File: src/hw/rtl/itoa_pkg.sv
// itoa_pkg: shared types, constants and character mapping for integer_to_ascii_digits
// no dependencies; used by itoa_bcd_step, itoa_out_reg and integer_to_ascii_digits
package itoa_pkg;

  localparam int unsigned ValueW   = 64;
  localparam int unsigned MagW     = 32;
  localparam int unsigned DecDigits = 10;
  localparam int unsigned HexDigits = 16;
  localparam int unsigned BcdW     = DecDigits * 4;
  localparam int unsigned CharW    = 7;
  localparam int unsigned LenW     = 5;
  localparam int unsigned CntW     = 5;

  typedef enum logic [1:0] {
    OP_SDEC = 2'd0,
    OP_UDEC = 2'd1,
    OP_LHEX = 2'd2,
    OP_UHEX = 2'd3
  } op_e;

  typedef enum logic [3:0] {
    ST_IDLE = 4'b0001,
    ST_CONV = 4'b0010,
    ST_SKIP = 4'b0100,
    ST_EMIT = 4'b1000
  } state_e;

  localparam logic [CharW-1:0] ChZero  = 7'h30;
  localparam logic [CharW-1:0] ChMinus = 7'h2d;
  localparam logic [CharW-1:0] ChUpA   = 7'h41;
  localparam logic [CharW-1:0] ChLowA  = 7'h61;

  typedef struct packed {
    logic [CharW-1:0] character;
    logic             is_last;
    logic [LenW-1:0]  total_length;
  } char_t;

  function automatic logic [CharW-1:0] digit_char(input logic [3:0] d, input logic upper);
    logic [CharW-1:0] r;
    if (d < 4'd10) begin
      r = ChZero + CharW'(d);
    end else if (upper) begin
      r = ChUpA + CharW'(d - 4'd10);
    end else begin
      r = ChLowA + CharW'(d - 4'd10);
    end
    return r;
  endfunction

endpackage

File: src/hw/rtl/integer_to_ascii_digits.sv
// integer_to_ascii_digits: top level, sequencer around a shared bcd step unit
// depends on itoa_pkg, itoa_bcd_step and itoa_out_reg
//
// Input channel: in_valid_i / in_stall_o carry op_i and value_i. One item is
// a number and a mode (signed or unsigned 32-bit decimal, lower or upper
// 64-bit hex). Output channel: out_valid_o / out_stall_i carry one character
// per item, most significant first, no leading zeros, with a leading '-' for
// negative signed values. The last character has is_last_o set and carries
// total_length_o; all others carry zero length.
// Sequence: decimal items run the shift-and-add-3 conversion in the shared bcd
// step unit, then a leading-zero scan, then one character per cycle while the
// output register is free (up to 11 characters with a sign). Hex items skip
// the conversion and go straight to the scan. The next item can be taken in
// the cycle after the last character is loaded.
// in_stall_o is high from acceptance until the last character is loaded into
// the output register, so the next item may be taken while it still waits.
// A stalled receiver holds the output register and pauses the emission.
// Reset clears the sequencer and the output valid; the block is then idle.
module integer_to_ascii_digits (
  input  logic                          clk_i,
  input  logic                          rst_ni,
  input  logic                          in_valid_i,
  output logic                          in_stall_o,
  input  logic [1:0]                    op_i,
  input  logic [itoa_pkg::ValueW-1:0]   value_i,
  output logic                          out_valid_o,
  input  logic                          out_stall_i,
  output logic [itoa_pkg::CharW-1:0]    character_o,
  output logic                          is_last_o,
  output logic [itoa_pkg::LenW-1:0]     total_length_o
);

  itoa_pkg::state_e state_q, state_d;
  logic [itoa_pkg::HexDigits-1:0][3:0] digits_q, digits_d;
  logic [itoa_pkg::MagW-1:0]  bin_q, bin_d;
  logic [itoa_pkg::CntW-1:0]  cnt_q, cnt_d;
  logic [itoa_pkg::LenW-1:0]  ndig_q, ndig_d;
  logic [itoa_pkg::LenW-1:0]  total_q, total_d;
  logic                       neg_q, neg_d;
  logic                       upper_q, upper_d;

  logic [itoa_pkg::BcdW-1:0]  bcd_next;
  logic [itoa_pkg::MagW-1:0]  bin_next;
  logic [itoa_pkg::MagW-1:0]  low_word;
  logic [3:0]                 idx;
  logic [3:0]                 cur_digit;
  logic                       accept;
  logic                       load;
  logic                       free;
  itoa_pkg::char_t            char_d;
  itoa_pkg::char_t            char_q;

  itoa_bcd_step u_bcd_step (
    .bcd_i (digits_q[itoa_pkg::DecDigits-1:0]),
    .bin_i (bin_q),
    .bcd_o (bcd_next),
    .bin_o (bin_next)
  );

  itoa_out_reg u_out_reg (
    .clk_i       (clk_i),
    .rst_ni      (rst_ni),
    .load_i      (load),
    .data_i      (char_d),
    .free_o      (free),
    .out_valid_o (out_valid_o),
    .out_stall_i (out_stall_i),
    .data_o      (char_q)
  );

  assign in_stall_o = (state_q != itoa_pkg::ST_IDLE);
  assign accept     = in_valid_i && !in_stall_o;
  assign low_word   = value_i[itoa_pkg::MagW-1:0];
  assign idx        = 4'(ndig_q - itoa_pkg::LenW'(1));
  assign cur_digit  = digits_q[idx];

  always_comb begin
    state_d  = state_q;
    digits_d = digits_q;
    bin_d    = bin_q;
    cnt_d    = cnt_q;
    ndig_d   = ndig_q;
    total_d  = total_q;
    neg_d    = neg_q;
    upper_d  = upper_q;
    load     = 1'b0;
    char_d   = '0;
    case (state_q)
      itoa_pkg::ST_IDLE: begin
        if (accept) begin
          upper_d = (op_i == itoa_pkg::OP_UHEX);
          if (op_i == itoa_pkg::OP_SDEC || op_i == itoa_pkg::OP_UDEC) begin
            neg_d    = (op_i == itoa_pkg::OP_SDEC) && low_word[itoa_pkg::MagW-1];
            bin_d    = neg_d ? (~low_word + itoa_pkg::MagW'(1)) : low_word;
            digits_d = '0;
            cnt_d    = itoa_pkg::CntW'(itoa_pkg::MagW - 1);
            ndig_d   = itoa_pkg::LenW'(itoa_pkg::DecDigits);
            state_d  = itoa_pkg::ST_CONV;
          end else begin
            neg_d    = 1'b0;
            digits_d = value_i;
            ndig_d   = itoa_pkg::LenW'(itoa_pkg::HexDigits);
            state_d  = itoa_pkg::ST_SKIP;
          end
        end
      end
      itoa_pkg::ST_CONV: begin
        digits_d[itoa_pkg::DecDigits-1:0] = bcd_next;
        bin_d = bin_next;
        cnt_d = cnt_q - itoa_pkg::CntW'(1);
        if (cnt_q == '0) begin
          state_d = itoa_pkg::ST_SKIP;
        end
      end
      itoa_pkg::ST_SKIP: begin
        if (ndig_q > itoa_pkg::LenW'(1) && cur_digit == 4'd0) begin
          ndig_d = ndig_q - itoa_pkg::LenW'(1);
        end else begin
          total_d = ndig_q + itoa_pkg::LenW'(neg_q);
          state_d = itoa_pkg::ST_EMIT;
        end
      end
      itoa_pkg::ST_EMIT: begin
        if (free) begin
          load = 1'b1;
          if (neg_q) begin
            char_d.character = itoa_pkg::ChMinus;
            neg_d = 1'b0;
          end else begin
            char_d.character = itoa_pkg::digit_char(cur_digit, upper_q);
            ndig_d = ndig_q - itoa_pkg::LenW'(1);
            if (ndig_q == itoa_pkg::LenW'(1)) begin
              char_d.is_last      = 1'b1;
              char_d.total_length = total_q;
              state_d             = itoa_pkg::ST_IDLE;
            end
          end
        end
      end
      default: begin
        state_d = itoa_pkg::ST_IDLE;
      end
    endcase
  end

  always_ff @(posedge clk_i or negedge rst_ni) begin
    if (!rst_ni) begin
      state_q <= itoa_pkg::ST_IDLE;
      neg_q   <= 1'b0;
      ndig_q  <= '0;
    end else begin
      state_q <= state_d;
      neg_q   <= neg_d;
      ndig_q  <= ndig_d;
    end
  end

  always_ff @(posedge clk_i) begin
    digits_q <= digits_d;
    bin_q    <= bin_d;
    cnt_q    <= cnt_d;
    total_q  <= total_d;
    upper_q  <= upper_d;
  end

  assign character_o    = char_q.character;
  assign is_last_o      = char_q.is_last;
  assign total_length_o = char_q.total_length;

  // last character always reports a nonzero count
  assert property (@(posedge clk_i) disable iff (!rst_ni)
    out_valid_o && is_last_o |-> total_length_o != '0)
    else $error("last item without length");

  // only the last character carries a count
  assert property (@(posedge clk_i) disable iff (!rst_ni)
    out_valid_o && !is_last_o |-> total_length_o == '0)
    else $error("length on non-last item");

  // an accepted number keeps the input stalled in the next cycle
  assert property (@(posedge clk_i) disable iff (!rst_ni)
    in_valid_i && !in_stall_o |=> in_stall_o)
    else $error("input not stalled after accept");

  // a sign is only ever pending while the sequencer is busy
  assert property (@(posedge clk_i) disable iff (!rst_ni)
    neg_q |-> in_stall_o)
    else $error("sign pending while idle");

endmodule

File: src/hw/rtl/itoa_bcd_step.sv
// itoa_bcd_step: one shift-and-add-3 step of binary to bcd conversion
// depends on itoa_pkg
module itoa_bcd_step (
  input  logic [itoa_pkg::BcdW-1:0] bcd_i,
  input  logic [itoa_pkg::MagW-1:0] bin_i,
  output logic [itoa_pkg::BcdW-1:0] bcd_o,
  output logic [itoa_pkg::MagW-1:0] bin_o
);

  logic [itoa_pkg::DecDigits-1:0][3:0] adj;

  always_comb begin
    for (int i = 0; i < itoa_pkg::DecDigits; i++) begin
      adj[i] = (bcd_i[i*4 +: 4] >= 4'd5) ? bcd_i[i*4 +: 4] + 4'd3 : bcd_i[i*4 +: 4];
    end
  end

  assign bcd_o = {adj[itoa_pkg::DecDigits-1][2:0], adj[itoa_pkg::DecDigits-2:0],
                  bin_i[itoa_pkg::MagW-1]};
  assign bin_o = {bin_i[itoa_pkg::MagW-2:0], 1'b0};

endmodule

File: src/hw/rtl/itoa_out_reg.sv
// itoa_out_reg: output register for one character item with valid/stall handshake
// depends on itoa_pkg
module itoa_out_reg (
  input  logic                 clk_i,
  input  logic                 rst_ni,
  input  logic                 load_i,
  input  itoa_pkg::char_t      data_i,
  output logic                 free_o,
  output logic                 out_valid_o,
  input  logic                 out_stall_i,
  output itoa_pkg::char_t      data_o
);

  logic            valid_q, valid_d;
  itoa_pkg::char_t data_q;

  assign free_o  = !valid_q || !out_stall_i;
  assign valid_d = load_i ? 1'b1 : (valid_q && out_stall_i);

  always_ff @(posedge clk_i or negedge rst_ni) begin
    if (!rst_ni) begin
      valid_q <= 1'b0;
    end else begin
      valid_q <= valid_d;
    end
  end

  always_ff @(posedge clk_i) begin
    if (load_i) begin
      data_q <= data_i;
    end
  end

  assign out_valid_o = valid_q;
  assign data_o      = data_q;

endmodule

File: config.mk
export PLATFORM = sky130hd
export DESIGN_NAME = integer_to_ascii_digits
export DESIGN_NICKNAME = d
export VERILOG_FILES = /design/src/hw/rtl/itoa_pkg.sv /design/src/hw/rtl/integer_to_ascii_digits.sv /design/src/hw/rtl/itoa_bcd_step.sv /design/src/hw/rtl/itoa_out_reg.sv
export SDC_FILE = /design/constraint.sdc
export NUM_CORES = 1
export LEC_CHECK = 0
export BUFFER_PORTS_ARGS = -buffer_cell sky130_fd_sc_hd__buf_2
export CAP_MARGIN = 20
export CORE_UTILIZATION = 35
export DETAILED_ROUTE_END_ITERATION = 16
export SETUP_SLACK_MARGIN = 0.5
export SYNTH_ARGS = -nofsm -noshare
export SYNTH_HDL_FRONTEND = slang
export SYNTH_SLANG_ARGS = --single-unit
File: constraint.sdc
create_clock -name clk_i -period 4.43 [get_ports clk_i]
set_clock_uncertainty 0.2 [all_clocks]
set_input_delay 0.2215 -clock clk_i [delete_from_list [all_inputs] [get_ports clk_i]]
set_output_delay 0.2215 -clock clk_i [all_outputs]
set_load 0.01 [all_outputs]
---- Word level (Yosys, flattened, before mapping) ----
Index checks and enable logic that the tools add are counted.
storage, ports and cells
  bits in registers ....................... 131
cells by class
  add/sub/neg operators ................... 18
  $lt $le $gt $ge ......................... 13
  eq/ne operators ......................... 16
  multiplexer cells ....................... 47
  bitwise operators ....................... 5
  reduce and logical (&&, ||, !) cells .... 25
operators by type and width
  cell                                                 count
  2-to-1 mux 32 bit                                    3
  2-to-1 mux 40 bit                                    2
  case mux 40 bit (2 select lines)                     1
  2-to-1 mux 4 bit                                     16
  case mux 32 bit (2 select lines)                     1
  >= comparator 4 x 3 -> 1 bit, second input constant  10
  adder 4 x 2 -> 4 bit, second input constant          9
  2-to-1 mux 5 bit                                     7
  adder 32 x 1 -> 32 bit, second input constant        1
  inverter 32 bit                                      1
  binary-select mux 4 bit (select 4 bit)               1
  != test 2 bit, second input constant                 8
  case mux 4 bit (4 select lines)                      1
  case mux 5 bit (3 select lines)                      1
  2-to-1 mux 7 bit                                     2
  2-to-1 mux 6 bit                                     2
  case mux 5 bit (2 select lines)                      1
  subtractor 5 x 1 -> 5 bit, second input constant     2
  AND reduction 2 bit                                  4
  adder 6 x 4 -> 7 bit, first input constant           1
  adder 6 x 5 -> 7 bit, first input constant           1
  adder 7 bit, first input constant                    1
  2-to-1 mux 1 bit                                     6
  2-to-1 mux 3 bit                                     2
  29 further kinds                                     40

---- Longest topological paths before layout ----
  depth in word-level cells ............... 8
  mapped depth ............................ 14
  gate-level depth less buffers ........... 12

---- By module ----
A second synthesis with hierarchy kept.
unflattened totals
  cell total of the unflattened synthesis .. 833
  area total of the unflattened synthesis .. 8339.2 um2
modules (own cells, without submodules)
  module                   times used  cells each  area an instance (um2)
  integer_to_ascii_digits  1           627         6667.6
  itoa_bcd_step            1           190         1244.9
  itoa_out_reg             1           16          426.7

---- Worst setup path before layout ----
OpenSTA, ideal clock, no wires.
  path kind ............................... flip-flop to flip-flop
  start point ............................. register state_q[3]
  end point ............................... register bin_q[0] (netlist bit), enable pin
  data arrival time ....................... 3768 ps
  required time ........................... 3747 ps
  setup slack ............................. -21 ps
  stages on the path, launching flop included .. 5
  clock period less this slack ............ 4451 ps
  cell sequence ........................... dfrtp_1 > clkbuf_1 > nor4b_1 > nand2_1 > o21ai_0
on the way
  cells in the longest elaborated chain, start to end .. 5
  elaborated cells between the ends (all ways) .. 9
RTL lines
  item                                    line                            source
  from (decl)                             integer_to_ascii_digits.sv:33   itoa_pkg::state_e state_q, state_d;
  from (signal assigned)                  integer_to_ascii_digits.sv:148  state_q <= itoa_pkg::ST_IDLE;
  from (signal assigned)                  integer_to_ascii_digits.sv:152  state_q <= state_d;
  != test 4 x 1 -> 1 bit                  integer_to_ascii_digits.sv:71   assign in_stall_o = (state_q != itoa_pkg::ST_IDLE);
  zero test 1 bit                         integer_to_ascii_digits.sv:72   assign accept = in_valid_i && !in_stall_o;
  logical AND 1 bit                       integer_to_ascii_digits.sv:72
  != test 2 bit (no source line)          -
  AND reduction 3 bit (no source line) *  -
  to (signal assigned)                    integer_to_ascii_digits.sv:160  bin_q <= bin_d;
  to (decl)                               integer_to_ascii_digits.sv:35   logic [itoa_pkg::MagW-1:0] bin_q, bin_d;
Mark *: on every way between the ends. The rest lies on a longest branch, timed or not.
A chain may end at the register's enable or synchronous reset.

---- Worst setup path after layout ----
  start point ............................. register ndig_q[0] (netlist bit)
  end point ............................... register ndig_q[2] (netlist bit)
on the way
  cells in the longest elaborated chain, start to end .. 7
  elaborated cells between the ends (all ways) .. 12
RTL lines
  item                                    line                                                            source
  from (decl)                             integer_to_ascii_digits.sv:37                                   logic [itoa_pkg::LenW-1:0] ndig_q, ndig_d;
  from (signal assigned)                  integer_to_ascii_digits.sv:154                                  ndig_q <= ndig_d;
  subtractor 5 x 1 -> 5 bit               integer_to_ascii_digits.sv:117, integer_to_ascii_digits.sv:131
  binary-select mux 4 bit (select 4 bit)  integer_to_ascii_digits.sv:75                                   assign cur_digit = digits_q[idx];
  2-to-1 mux 4 bit (implied by the code)  integer_to_ascii_digits.sv:75
  zero test 4 bit                         integer_to_ascii_digits.sv:116                                  if (ndig_q > itoa_pkg::LenW'(1) && cur_digit == 4'd0) begin
  logical AND 1 bit                       integer_to_ascii_digits.sv:116
  != test 2 bit (no source line)          -
  AND reduction 5 bit (no source line)    -
Parallel ways exist; a longest one is shown, timed or not. The select of a mux whose other input is x is not followed.

==> results.md <==
* Outcome: finished clean
* First-pass GRT wire length at 29,220 um
* Combinational power share at 40.5%
* Initial antenna violation count at 0
* Psw at 2.377 mW
* CP max FO at 9
* Root buffer cell: clkbuf_16
* Fill cells at 2,036
* Drt total wl at 18,090 um
* # Max-Cap Violations at 0
* Antenna-violating nets left at 0
* Synthesized area per cell at 10.70 um^2
* Startpoint Class: register
* Chip width at 150.0 um
* GRT busiest layer: met2
* Routing usage on met2 at 28.03%
* Iteration-0 DRC Markers at 390
* Drt first pass iters at 5
* Detailed Place HPWL at 12,320 um
* Cell leakage power at 3.528 nW
* Maximum VDD drop at 0.0003503 V
* Clk pwr share at 25.1%
* Gr usage total at 17.05%
* Sequential share of power at 34.4%
* Crit path capture type: register
* Synth area leaders: edfxtp_1 47%, o21ai_0 5.4%, ha_1 4.9%
* Yosys cell types at 51
* Die H at 150.0 um
* DRC viols at 0
* Least-Margin Pin Slew at 1.001 ns
* Clock Path Buffers at 2
* Max-slew violation count at 0
* Fmax at 0.2746 GHz
* Leading area contributor after synthesis: edfxtp_1
* Vias in the first global route at 5,683
* Global routing met1 resource utilization at 21.88%
* Minimum clock period after layout at 3.642 ns
* Vias at 5,792
* Synth Instances at 716
* Worst slew margin at 33.25%
* Largest net degree at the start of global routing at 84
* Pint at 4.003 mW
* CTS tree: yes
* Mapped Area at 7662 um^2
* Area grow syn2layout at 24.80%
* Synthesis Warnings at 0
* Layout cell share with drive strength beyond 1 at 18.43%
* FP Rows at 53
* Sequential share of the synthesized area at 50.64%
* Seq cells post-synth at 131
* Final #Nets at 939
* Antenna Cells at 0
* Final setup fails at 0
* DR vias/cell at 5.139
* Worst Slack Setup Final at 0.7881 ns
* I/O Pins at 85
* Placer Congestion at 0.8208
* Overflow after GRT at 0
* TritonCTS Buffers at 17
* Tightest Hold Check Type: in2async
* Final core occ at 45.06%
* Most common cell in the netlist: edfxtp_1
* Final hold vios at 0
* Core area at 21,220 um^2
* Clk_lat worst skew at 0.43 ns
* Setup CP Type: reg2reg
* Post-synth EDFFs at 120
* Total power at 6.380 mW
* Initial Util at 36.11%
* Place WS at 0.3906 ns
* Die area at 22,490 um^2
* Port Buffers at 84
* Top cells by count, synth: 120 x edfxtp_1, 83 x o21ai_0, 60 x nand2_1
* Inst Count DP at 1,048
* Syn Nets at 816
* Post-CTS setup buffer count at 0
* Clock Pin Slew Worst Setup and Hold Paths at 0.06 ns
* M3 GR Usage at 3.567%
* CP arrival at 3.77 ns
* RSZ-0062 raised after global routing: no
* WL per Instance at 16.05 um
* Switching Share at 37.26%
* Post-route insts no fill at 1,127
* Setup TNS at 0 ns
* Top_reg_cell synth: edfxtp_1
* Crit path required time at 4.56 ns
* FFs w/ async S/R, synth at 8.397%
* Cell Pwr Density at 667.2 nW/um^2
* Fin crit share at 82.21%
* Clock H-tree levels at 4
* Area share of the leading cell type in the synthesized netlist at 47.03%
* Total clock sinks at 131
repair_timing:
action | in CTS | in global routing
hold endpoints to repair | 58 | 0
pin swaps | 0 | 0
hold buffers | 47 | 0
setup endpoints to repair | 6 | 9
resized for setup | 3 | 6
placed cells by master, fill, tap and decap left out, drive strengths merged, types with 14 or more instances in the layout:
master / instances
a21oi: 44
and2: 34
buf: 91
clkbuf: 18
dlygate4sd3: 47
edfxtp: 120
ha: 30
inv: 30
mux4: 14
nand2: 60
nand3: 47
nor2: 40
o21ai: 86
o31ai: 19
xnor2: 22
xor2: 39
kinds of logic after synthesis:
logic type / count (synthesis) / synth area share, %
AND/OR/NAND/NOR: 235 / 15.77
adder cells (fa/ha/maj): 30 / 4.899
XOR/XNOR: 61 / 7.218
flip-flops: 131 / 50.64
buffers and inverters: 65 / 3.233
multiplexers: 23 / 5.340
AO/OA/AOI/OAI: 171 / 12.90
power groups by stage:
| stage | Sequential, mW | Clock, mW | Combinational [mW] |
|---|---|---|---|
| global route | 2.25 | 1.67 | 2.89 |
| global placement | 2.20 | 0 | 2.42 |
| finish | 2.19 | 1.60 | 2.59 |
| detailed placement | 2.20 | 0 | 2.46 |
| floorplan | 2.08 | 0 | 1.94 |
| CTS | 2.19 | 1.63 | 2.54 |
through the flow:
| step | cell area [um^2] | hold slack [ns] |
|---|---|---|
| CTS | 9520 | 0.002669 |
| detailed placement | 8373 | -0.08527 |
| global placement | 8373 | -0.08614 |
| floorplan | 7670 | -0.2741 |
| finish | 9563 | 0.008068 |
| global route | 9563 | 0.005739 |
registers in the layout, summed over array words and instances (netlist names):
name / flops
bin_q: 32
cnt_q: 5
digits_q: 64
ndig_q: 5
neg_q: 1
state_q: 4
total_q: 5
u_out_reg.data_o: 13
u_out_reg.out_valid_o: 1
upper_q: 1
metal layers:
metal | wire, um | share of wire [%]
met5 | 0 | 0
met4 | 380 | 2.1
met1 | 8129 | 45
met2 | 8853 | 49
met3 | 724 | 4.0
worst paths after layout:
kind	startpoint	end	slack, ns	cells past startpoint
setup / recovery	ndig_q[0]$_DFFE_PN0P_	ndig_q[2]$_DFFE_PN0P_	0.79	13
hold / removal	rst_ni	u_out_reg.out_valid_o$_DFF_PN0_	0.008	2
setup reg to reg	ndig_q[0]$_DFFE_PN0P_	ndig_q[2]$_DFFE_PN0P_	0.79	13
hold reg to reg	total_q[3]$_DFFE_PP_	u_out_reg.data_o[3]$_SDFFCE_PP0P_	0.32	1
max in group asynchronous	rst_ni	state_q[0]$_DFFE_PN1P_	3.75	2
min in group clk_i	value_i[9]	digits_q[9]$_DFFE_PP_	0.01	3
cell type report:
class	count	area, um^2	area share (%)
timing repair buffer	138	943.4	9.865
sequential	131	3880	40.57
clock buffer	18	429.2	4.488
tap	275	344.1	3.598
clock inverter	14	235.2	2.460
multi-input combinational	520	3611	37.76
inverter	31	120.1	1.256
worst max-delay path: stages, from the launching register on:
cell        delay (ns)
dfrtp_1           0.41
clkinvlp_4        0.20
ha_2              0.31
xnor2_4           0.26
mux2i_1           0.21
o21ai_0           0.08
or4_1             0.48
o311ai_1          0.18
ha_1              0.23
and2_1            0.14
a31oi_1           0.09
buf_4             0.18
or2_1             0.31
o31ai_1           0.25
Power figures use the tool's default switching activity.
